<file path="config.mk">
export PLATFORM = sky130hd
export DESIGN_NAME = byte_vm_instruction_step_core
export DESIGN_NICKNAME = d
export VERILOG_FILES = /design/src/hdl/bvm_pkg.sv /design/src/hdl/bvm_ctrl.sv /design/src/hdl/bvm_datapath.sv /design/src/hdl/byte_vm_instruction_step_core.sv
export SDC_FILE = /design/constraint.sdc
export NUM_CORES = 2
export LEC_CHECK = 0
export BUFFER_PORTS_ARGS = -buffer_cell sky130_fd_sc_hd__buf_4
export CORE_MARGIN = 5
export CORE_UTILIZATION = 45
export DETAILED_ROUTE_END_ITERATION = 8
export SLEW_MARGIN = 25
export SYNTH_ARGS = -nofsm -noshare
export SYNTH_HDL_FRONTEND = slang
export SYNTH_HIERARCHICAL = 1
export SYNTH_SLANG_ARGS = --single-unit
</file>
<file path="constraint.sdc">
create_clock -name clk -period 26.2 [get_ports clk]
set_input_delay 1.31 -clock clk [delete_from_list [all_inputs] [get_ports clk]]
set_output_delay 1.31 -clock clk [all_outputs]
set_load 0.02 [all_outputs]
</file>
<file path="src/hdl/bvm_pkg.sv">
// Shared types, opcodes and helpers for the byte VM instruction step core.
package bvm_pkg;

  localparam int MEM_DEPTH_DEF = 256;
  localparam int NUM_REGS      = 5;
  localparam int REG_IW        = 3;

  localparam logic [1:0] ACT_WRITE = 2'd0;
  localparam logic [1:0] ACT_STEP  = 2'd1;
  localparam logic [1:0] ACT_EXEC  = 2'd2;
  localparam logic [1:0] ACT_READ  = 2'd3;

  localparam logic [7:0] OP_HALT  = 8'h00;
  localparam logic [7:0] OP_STI   = 8'h01;
  localparam logic [7:0] OP_JMP   = 8'h02;
  localparam logic [7:0] OP_BIOS  = 8'h03;
  localparam logic [7:0] OP_LDI_A = 8'h04;
  localparam logic [7:0] OP_LDI_B = 8'h05;
  localparam logic [7:0] OP_LDI_C = 8'h06;
  localparam logic [7:0] OP_LDI_D = 8'h07;
  localparam logic [7:0] OP_LDI_S = 8'h08;
  localparam logic [7:0] OP_ADD   = 8'h09;
  localparam logic [7:0] OP_STR   = 8'h0A;
  localparam logic [7:0] OP_LDR   = 8'h0B;

  typedef struct packed {
    logic [1:0] action;
    logic [7:0] address;
    logic [7:0] data;
    logic [7:0] opcode;
  } in_t;

  typedef struct packed {
    logic [7:0] read_data;
    logic [7:0] prog_counter;
    logic [7:0] reg_a;
    logic [7:0] reg_b;
    logic [7:0] reg_c;
    logic [7:0] reg_d;
    logic [7:0] reg_s;
    logic       halted;
    logic       unknown_op;
  } out_t;

  typedef enum logic [3:0] {
    ST_IDLE,
    ST_WRITE,
    ST_READ,
    ST_READ_WAIT,
    ST_FETCH_OP,
    ST_FETCH_M1,
    ST_FETCH_M2,
    ST_EXECUTE,
    ST_LOAD
  } state_t;

  typedef struct packed {
    logic       accept;
    logic       wr_item;
    logic       rd_item;
    logic       rd_pc;
    logic [1:0] pc_off;
    logic       take_op;
    logic       take_m1;
    logic       exec;
    logic       load;
    logic       fin_read;
    logic       done;
  } cmd_t;

  typedef struct packed {
    logic [1:0] action;
    logic       load_needed;
  } sts_t;

  // byte address reduced modulo depth; quotient never exceeds 15 for depth >= 16
  function automatic logic [7:0] mem_index(input logic [7:0] a, input int depth);
    int v;
    v = int'(a);
    for (int k = 3; k >= 0; k--) begin
      if (v >= (depth << k)) begin
        v = v - (depth << k);
      end
    end
    return v[7:0];
  endfunction

endpackage

</file>
<file path="src/hdl/bvm_ctrl.sv">
// Sequencing state machine for the byte VM instruction step core.
module bvm_ctrl (
  input  logic          clk,
  input  logic          rst_n,
  input  logic          start,
  input  logic [1:0]    in_action,
  input  bvm_pkg::sts_t sts,
  output logic          busy,
  output bvm_pkg::cmd_t cmd
);

  bvm_pkg::state_t state_r;
  bvm_pkg::state_t state_nxt;

  always_ff @(posedge clk) begin
    if (!rst_n) begin
      state_r <= bvm_pkg::ST_IDLE;
    end else begin
      state_r <= state_nxt;
    end
  end

  always_comb begin
    state_nxt = state_r;
    cmd       = '0;
    case (state_r)
      bvm_pkg::ST_IDLE: begin
        if (start) begin
          cmd.accept = 1'b1;
          case (in_action)
            bvm_pkg::ACT_WRITE: state_nxt = bvm_pkg::ST_WRITE;
            bvm_pkg::ACT_STEP:  state_nxt = bvm_pkg::ST_FETCH_OP;
            bvm_pkg::ACT_EXEC:  state_nxt = bvm_pkg::ST_FETCH_M1;
            bvm_pkg::ACT_READ:  state_nxt = bvm_pkg::ST_READ;
            default:            state_nxt = bvm_pkg::ST_READ;
          endcase
        end
      end
      bvm_pkg::ST_WRITE: begin
        cmd.wr_item = 1'b1;
        cmd.done    = 1'b1;
        state_nxt   = bvm_pkg::ST_IDLE;
      end
      bvm_pkg::ST_READ: begin
        cmd.rd_item = 1'b1;
        state_nxt   = bvm_pkg::ST_READ_WAIT;
      end
      bvm_pkg::ST_READ_WAIT: begin
        cmd.fin_read = 1'b1;
        cmd.done     = 1'b1;
        state_nxt    = bvm_pkg::ST_IDLE;
      end
      bvm_pkg::ST_FETCH_OP: begin
        cmd.rd_pc  = 1'b1;
        cmd.pc_off = 2'd0;
        state_nxt  = bvm_pkg::ST_FETCH_M1;
      end
      bvm_pkg::ST_FETCH_M1: begin
        cmd.rd_pc   = 1'b1;
        cmd.pc_off  = 2'd1;
        cmd.take_op = (sts.action == bvm_pkg::ACT_STEP);
        state_nxt   = bvm_pkg::ST_FETCH_M2;
      end
      bvm_pkg::ST_FETCH_M2: begin
        cmd.rd_pc   = 1'b1;
        cmd.pc_off  = 2'd2;
        cmd.take_m1 = 1'b1;
        state_nxt   = bvm_pkg::ST_EXECUTE;
      end
      bvm_pkg::ST_EXECUTE: begin
        cmd.exec = 1'b1;
        if (sts.load_needed) begin
          state_nxt = bvm_pkg::ST_LOAD;
        end else begin
          cmd.done  = 1'b1;
          state_nxt = bvm_pkg::ST_IDLE;
        end
      end
      bvm_pkg::ST_LOAD: begin
        cmd.load  = 1'b1;
        cmd.done  = 1'b1;
        state_nxt = bvm_pkg::ST_IDLE;
      end
      default: begin
        state_nxt = bvm_pkg::ST_IDLE;
      end
    endcase
  end

  assign busy = (state_r != bvm_pkg::ST_IDLE);

endmodule

</file>
<file path="src/hdl/bvm_datapath.sv">
// Memory, register file, program counter and result register of the byte VM.
module bvm_datapath #(
  parameter int MEM_DEPTH = bvm_pkg::MEM_DEPTH_DEF
) (
  input  logic          clk,
  input  logic          rst_n,
  input  bvm_pkg::in_t  in_item,
  input  bvm_pkg::cmd_t cmd,
  output bvm_pkg::sts_t sts,
  output logic          out_valid,
  output bvm_pkg::out_t out_item
);

  localparam int AW = $clog2(MEM_DEPTH);

  logic [7:0]           mem_r [MEM_DEPTH];
  logic [MEM_DEPTH-1:0] vld_r;
  logic [7:0]           rd_r;

  logic [7:0] regs_r [bvm_pkg::NUM_REGS];
  logic [7:0] pc_r;
  logic       halt_r;
  logic       unk_r;
  logic [7:0] rdo_r;
  logic       out_valid_r;

  logic [1:0] act_r;
  logic [7:0] addr_r;
  logic [7:0] data_r;
  logic [7:0] op_r;
  logic [7:0] m1_r;

  logic [7:0]    maddr;
  logic [7:0]    mred;
  logic [AW-1:0] midx;
  logic [7:0]    wdata;
  logic          mem_we;
  logic          mem_re;
  logic          sel_ok;
  logic [7:0]    reg_sel;
  logic [7:0]    ldi_off;

  assign sel_ok  = (m1_r < 8'(bvm_pkg::NUM_REGS));
  assign reg_sel = sel_ok ? regs_r[m1_r[bvm_pkg::REG_IW-1:0]] : 8'd0;
  assign ldi_off = op_r - bvm_pkg::OP_LDI_A;

  always_comb begin
    if (cmd.wr_item || cmd.rd_item) begin
      maddr = addr_r;
    end else if (cmd.rd_pc) begin
      maddr = pc_r + {6'd0, cmd.pc_off};
    end else if (op_r == bvm_pkg::OP_STI) begin
      maddr = m1_r;
    end else begin
      maddr = rd_r;
    end
  end

  assign mred = bvm_pkg::mem_index(maddr, MEM_DEPTH);
  assign midx = mred[AW-1:0];

  assign wdata  = cmd.wr_item ? data_r : ((op_r == bvm_pkg::OP_STI) ? rd_r : reg_sel);
  assign mem_we = cmd.wr_item ||
                  (cmd.exec && ((op_r == bvm_pkg::OP_STI) ||
                                ((op_r == bvm_pkg::OP_STR) && sel_ok)));
  assign mem_re = cmd.rd_item || cmd.rd_pc ||
                  (cmd.exec && (op_r == bvm_pkg::OP_LDR) && sel_ok);

  assign sts.action      = act_r;
  assign sts.load_needed = (op_r == bvm_pkg::OP_LDR) && sel_ok;

  // per-entry valid bits give the all-zero reset image
  always_ff @(posedge clk) begin
    if (!rst_n) begin
      vld_r <= '0;
    end else if (mem_we) begin
      vld_r[midx] <= 1'b1;
    end
  end

  always_ff @(posedge clk) begin
    if (mem_we) begin
      mem_r[midx] <= wdata;
    end
  end

  always_ff @(posedge clk) begin
    if (mem_re) begin
      rd_r <= vld_r[midx] ? mem_r[midx] : 8'd0;
    end
  end

  always_ff @(posedge clk) begin
    if (cmd.accept) begin
      act_r  <= in_item.action;
      addr_r <= in_item.address;
      data_r <= in_item.data;
      op_r   <= in_item.opcode;
    end else if (cmd.take_op) begin
      op_r <= rd_r;
    end
    if (cmd.take_m1) begin
      m1_r <= rd_r;
    end
  end

  always_ff @(posedge clk) begin
    if (!rst_n) begin
      pc_r        <= 8'd0;
      halt_r      <= 1'b0;
      unk_r       <= 1'b0;
      rdo_r       <= 8'd0;
      out_valid_r <= 1'b0;
      for (int i = 0; i < bvm_pkg::NUM_REGS; i++) begin
        regs_r[i] <= 8'd0;
      end
    end else begin
      out_valid_r <= cmd.done;
      if (cmd.accept) begin
        unk_r <= 1'b0;
        rdo_r <= 8'd0;
      end
      if (cmd.fin_read) begin
        rdo_r <= rd_r;
      end
      if (cmd.exec) begin
        // rd_r holds the second operand here
        case (op_r)
          bvm_pkg::OP_HALT: begin
            halt_r <= 1'b1;
          end
          bvm_pkg::OP_STI: begin
            pc_r <= pc_r + 8'd3;
          end
          bvm_pkg::OP_JMP: begin
            pc_r <= m1_r;
          end
          bvm_pkg::OP_BIOS: begin
            pc_r <= pc_r;
          end
          bvm_pkg::OP_LDI_A, bvm_pkg::OP_LDI_B, bvm_pkg::OP_LDI_C,
          bvm_pkg::OP_LDI_D, bvm_pkg::OP_LDI_S: begin
            regs_r[ldi_off[bvm_pkg::REG_IW-1:0]] <= m1_r;
            pc_r <= pc_r + 8'd2;
          end
          bvm_pkg::OP_ADD: begin
            if (sel_ok) begin
              regs_r[m1_r[bvm_pkg::REG_IW-1:0]] <= reg_sel + rd_r;
            end
            pc_r <= pc_r + 8'd3;
          end
          bvm_pkg::OP_STR, bvm_pkg::OP_LDR: begin
            pc_r <= pc_r + 8'd3;
          end
          default: begin
            pc_r  <= pc_r + 8'd1;
            unk_r <= 1'b1;
          end
        endcase
      end
      if (cmd.load) begin
        regs_r[m1_r[bvm_pkg::REG_IW-1:0]] <= rd_r;
      end
    end
  end

  assign out_valid             = out_valid_r;
  assign out_item.read_data    = rdo_r;
  assign out_item.prog_counter = pc_r;
  assign out_item.reg_a        = regs_r[0];
  assign out_item.reg_b        = regs_r[1];
  assign out_item.reg_c        = regs_r[2];
  assign out_item.reg_d        = regs_r[3];
  assign out_item.reg_s        = regs_r[4];
  assign out_item.halted       = halt_r;
  assign out_item.unknown_op   = unk_r;

endmodule

</file>
<file path="src/hdl/byte_vm_instruction_step_core.sv">
// From acceptance, a write passes ST_WRITE; a read ST_READ then ST_READ_WAIT; a supplied
// opcode ST_FETCH_M1, ST_FETCH_M2, ST_EXECUTE (and ST_LOAD for load indirect); a step from
// memory starts at ST_FETCH_OP. The strobe is registered after the last state; a new beat is
// taken in the strobe cycle. Single-port memory: opcode, two operands, one data access in turn.
// Synchronous active-low reset clears pc, registers, halt flag and memory valid bits.
// Results are strobed for one cycle; the receiver cannot stall.
module byte_vm_instruction_step_core #(
  parameter int MEM_DEPTH = bvm_pkg::MEM_DEPTH_DEF
) (
  input  logic          clk,
  input  logic          rst_n,
  input  logic          start,
  output logic          busy,
  input  bvm_pkg::in_t  in_item,
  output logic          out_valid,
  output bvm_pkg::out_t out_item
);

  bvm_pkg::cmd_t cmd;
  bvm_pkg::sts_t sts;

  bvm_ctrl u_ctrl (
    .clk       (clk),
    .rst_n     (rst_n),
    .start     (start),
    .in_action (in_item.action),
    .sts       (sts),
    .busy      (busy),
    .cmd       (cmd)
  );

  bvm_datapath #(
    .MEM_DEPTH (MEM_DEPTH)
  ) u_dp (
    .clk       (clk),
    .rst_n     (rst_n),
    .in_item   (in_item),
    .cmd       (cmd),
    .sts       (sts),
    .out_valid (out_valid),
    .out_item  (out_item)
  );

endmodule

</file>
==> impl_metrics.toml <==
[power_and_ir_drop]
vdd_drop_max_mv = 0.0755
pwr-share-seq = 0.442
p_int_mw = 6.65
p_leak_nw = 35.7
switchingPower_mw = 3.05
p_sw_frac = 0.314
combPwrFrac = 0.216
power_density_nw_per_um2 = 89.7
p_clk_frac = 0.343

[floorplanning]
coreArea_um2 = 217000
dieWidth_um = 476
start_util = 0.451
std_cell_rows = 171
pin_count = 89
die_h_um = 476
dieArea_um2 = 226000

[clocking]
clock_latency_ps = 890
post_cts_resized = 0
cts_htree_levels = 4
cts-buffers-inserted = 236
clkSinkCount = 2436
cts_tree = "done"
holdBufCountCts = 0
clkTransAtPathRegs_ps = 60
cts_max_path_buffers = 3
cts-root-buf = "clkbuf_16"
post-cts-setup-buffer-count = 0

[worst_hold_path]
holdCritPathClass = "reg -> reg"

[layout]
nets = 7400
syn2layout_area_growth_pct = 10.8
final_layout_size_suffix_gt1_frac = 0.0863
final_core_utilization = 0.499

[sta]
maxSlewViolCount = 0
fmax_ghz = 0.118
relSlewSlack = 0.202
tns_ps = 0
setup_viol = 0
fin_crit_ps = 8460
rsz0062_at_grt = "no"
worst_pin_slew_ps = 1200
skew_ps = 32.3
hold_viol = 0
fin_hold_ws_ps = 464
final.period_utilization = 0.323

[global_route]
globalRouteOverflowTotal = 0
grt_pass1_wl_mm = 411
grt_pass1_vias = 60200
grt_max_degree = 205
antenna_found_initial = 9
track_usage = 0.243

[detailed_routing]
drt_first_pass_iters = 6
wl_per_cell_um = 27.0
avgViaCountPerCell = 6.10
drt_iter0_markers = 7267
vias = 63600
wirelength_mm = 282
antenna_left = 0
drc_errors = 0

[logic_synthesis]
ys_ff_latch = 2436
synth_top_area_frac = 0.663
synthCells = 7484
netlist_area_um2 = 97600
postSynth.asyncResetShare = 0
yosysWarnings = 6
ys_types = 75
yosysSeqAreaShare = 0.721
synth_area_leader_cell = "edfxtp_1"
syn-num-nets = 7530
synth_area_per_cell_um2 = 13.0
synth_area_leaders = "edfxtp_1 (66%), nand2_1 (6.4%), dfxtp_1 (5.8%)"
synth_edf_count = 2154
ys.flop_type = "edfxtp_1"

[placed_design]
finalWeightedCongestion = 0.829
io_buffer_count = 88
hpwl_mm = 157

[setup_path]
worstPathMaxFanout = 173
cp.arrival_ps = 9030
startpoint_type = "flop"
cp_data_required_time_ps = 26770
worstSetupEndpointType = "flop"
critPathKind = "reg -> reg"

[flow_run]
cap_violations = 0

[run_status]
status = "finished clean"
-- power by group through the flow --
stage               Sequential, mW  Clock, mW  Combinational [mW]
global route                  4.28       3.54                2.22
global placement              4.37          0                2.04
CTS                           4.28       3.37                2.07
floorplan                     4.40          0                1.34
finish                        4.28       3.32                2.09
detailed placement            4.37          0                2.06
-- Yosys cell counts, types with 8 or more instances --
library cell / n
buf_6: 13
mux4_2: 16
a32oi_1: 225
ha_1: 14
mux2_2: 10
o21ai_1: 8
o22ai_1: 32
a22oi_1: 63
clkbuf_1: 164
a21oi_1: 791
a21boi_0: 9
nor3b_1: 9
nand2b_1: 15
dfxtp_1: 282
nand2_1: 1668
xnor2_1: 9
inv_1: 17
a31oi_1: 69
o21a_1: 261
buf_1: 39
a311oi_1: 44
mux2i_1: 113
buf_2: 291
a221oi_1: 192
nor4_1: 44
nand3_1: 226
buf_4: 68
nor3_1: 37
nor2b_1: 21
and3_1: 52
a32o_1: 20
and2_1: 13
o21ai_0: 85
nor2_1: 303
edfxtp_1: 2154
-- critical path, cell delays in order (launching register included) --
cell       delay [ps]
dfxtp_1           550
nand2b_1          260
nor2_2             70
ha_1              220
fa_1              500
or4b_2            110
o21ai_0           160
a31oi_4           220
buf_12            570
buf_4             760
buf_4             740
buf_12            610
a32oi_1           230
a22oi_2           320
a31oi_1           170
or4_1             610
a2111oi_0         960
buf_4             290
and3b_1           410
a41oi_1            90
-- cell type report --
class | count | area (um^2)
clock buffer | 338 | 6530
multi-input combinational | 4456 | 24700
sequential | 2436 | 70300
timing repair buffer | 207 | 1890
fill | 18600 | 108000
inverter | 17 | 63.8
clock inverter | 112 | 1050
tap | 2854 | 3570
antenna | 7 | 17.5
-- cells by family (layout without fill, tap and decap cells) --
family,count (synthesis),in the layout,synth area share
adders and majority gates,17,17,0.00241
muxes,139,139,0.0164
other,0,7,0
and+or+nand+nor,2425,2425,0.103
xor gates and xnor gates,12,12,0.00108
DFF,2436,2436,0.721
buffers and inverters,592,674,0.0301
AOI/OAI and AO/OA,1863,1863,0.127
-- cells in the final DEF, fill, tap and decap left out, types with 21 or more instances in the layout --
master     synthesis  routed
nor4_1            44      40
a21oi_1          791     790
clkinv_2           0      40
o21ai_0           85      77
clkinv_1           0      37
buf_4             68     181
dfxtp_1          282     282
buf_12             0      21
a31oi_1           69      67
and3_1            52      50
a221oi_1         192     192
clkbuf_1         164      79
nand2_1         1668    1652
nand3_1          226     224
nor3_1            37      36
o21a_1           261     261
a22oi_1           63      63
clkbuf_8           0      22
nor2_1           303     280
o22ai_1           32      32
edfxtp_1        2154    2154
a311oi_1          44      44
clkbuf_16          0     237
nor2_2             3      26
mux2i_1          113     113
a32oi_1          225     225
-- per-layer routing --
metal,part of all wire,up-vias,GRT usage
li1,-,27900,-
met1,0.41,32200,0.338
met2,0.47,2888,0.383
met3,0.082,594,0.0431
met4,0.041,8,0.0962
met5,0.00021,-,0
-- registers in the layout, indices dropped and copies added (netlist names), named ones only --
| name | flops |
|---|---|
| u_dp/mem_r | 2048 |
| u_dp/vld_r | 256 |
| u_dp/regs_r | 64 |
| u_dp/addr_r | 8 |
| u_dp/data_r | 8 |
| u_dp/m1_r | 8 |
| u_dp/op_r | 8 |
| u_dp/pc_r | 8 |
| u_dp/rd_r | 8 |
| u_dp/rdo_r | 8 |
| u_ctrl/state_r | 4 |
| u_dp/act_r | 2 |
| u_dp/halt_r | 1 |
| u_dp/out_valid | 1 |
| u_dp/unk_r | 1 |
-- final timing paths --
| kind | from | end | slack [ps] | cells past startpoint |
|---|---|---|---|---|
| worst min register to register | u_dp/vld_r[183] | u_dp/vld_r[183] | 460 | 1 |
| worst max register to register | u_ctrl/state_r[3] | u_dp/rd_r[6] | 17740 | 19 |
| worst min-delay path | u_dp/vld_r[183] | u_dp/vld_r[183] | 460 | 1 |
| worst max-delay path | u_ctrl/state_r[3] | u_dp/rd_r[6] | 17740 | 19 |
-- metrics by stage --
stage / area, um^2 / power [mW] / instances / setup slack (ps)
global placement: 100000 / 6.40 / 9967 / 17880
CTS: 108000 / 9.72 / 10400 / 17800
global route: 108000 / 10.0 / 10400 / 17290
floorplan: 97600 / 5.74 / 7484 / 12240
finish: 108000 / 9.70 / 10400 / 17740
detailed placement: 100000 / 6.43 / 9969 / 17810
Note: power is estimated with default switching activity, not from simulation.
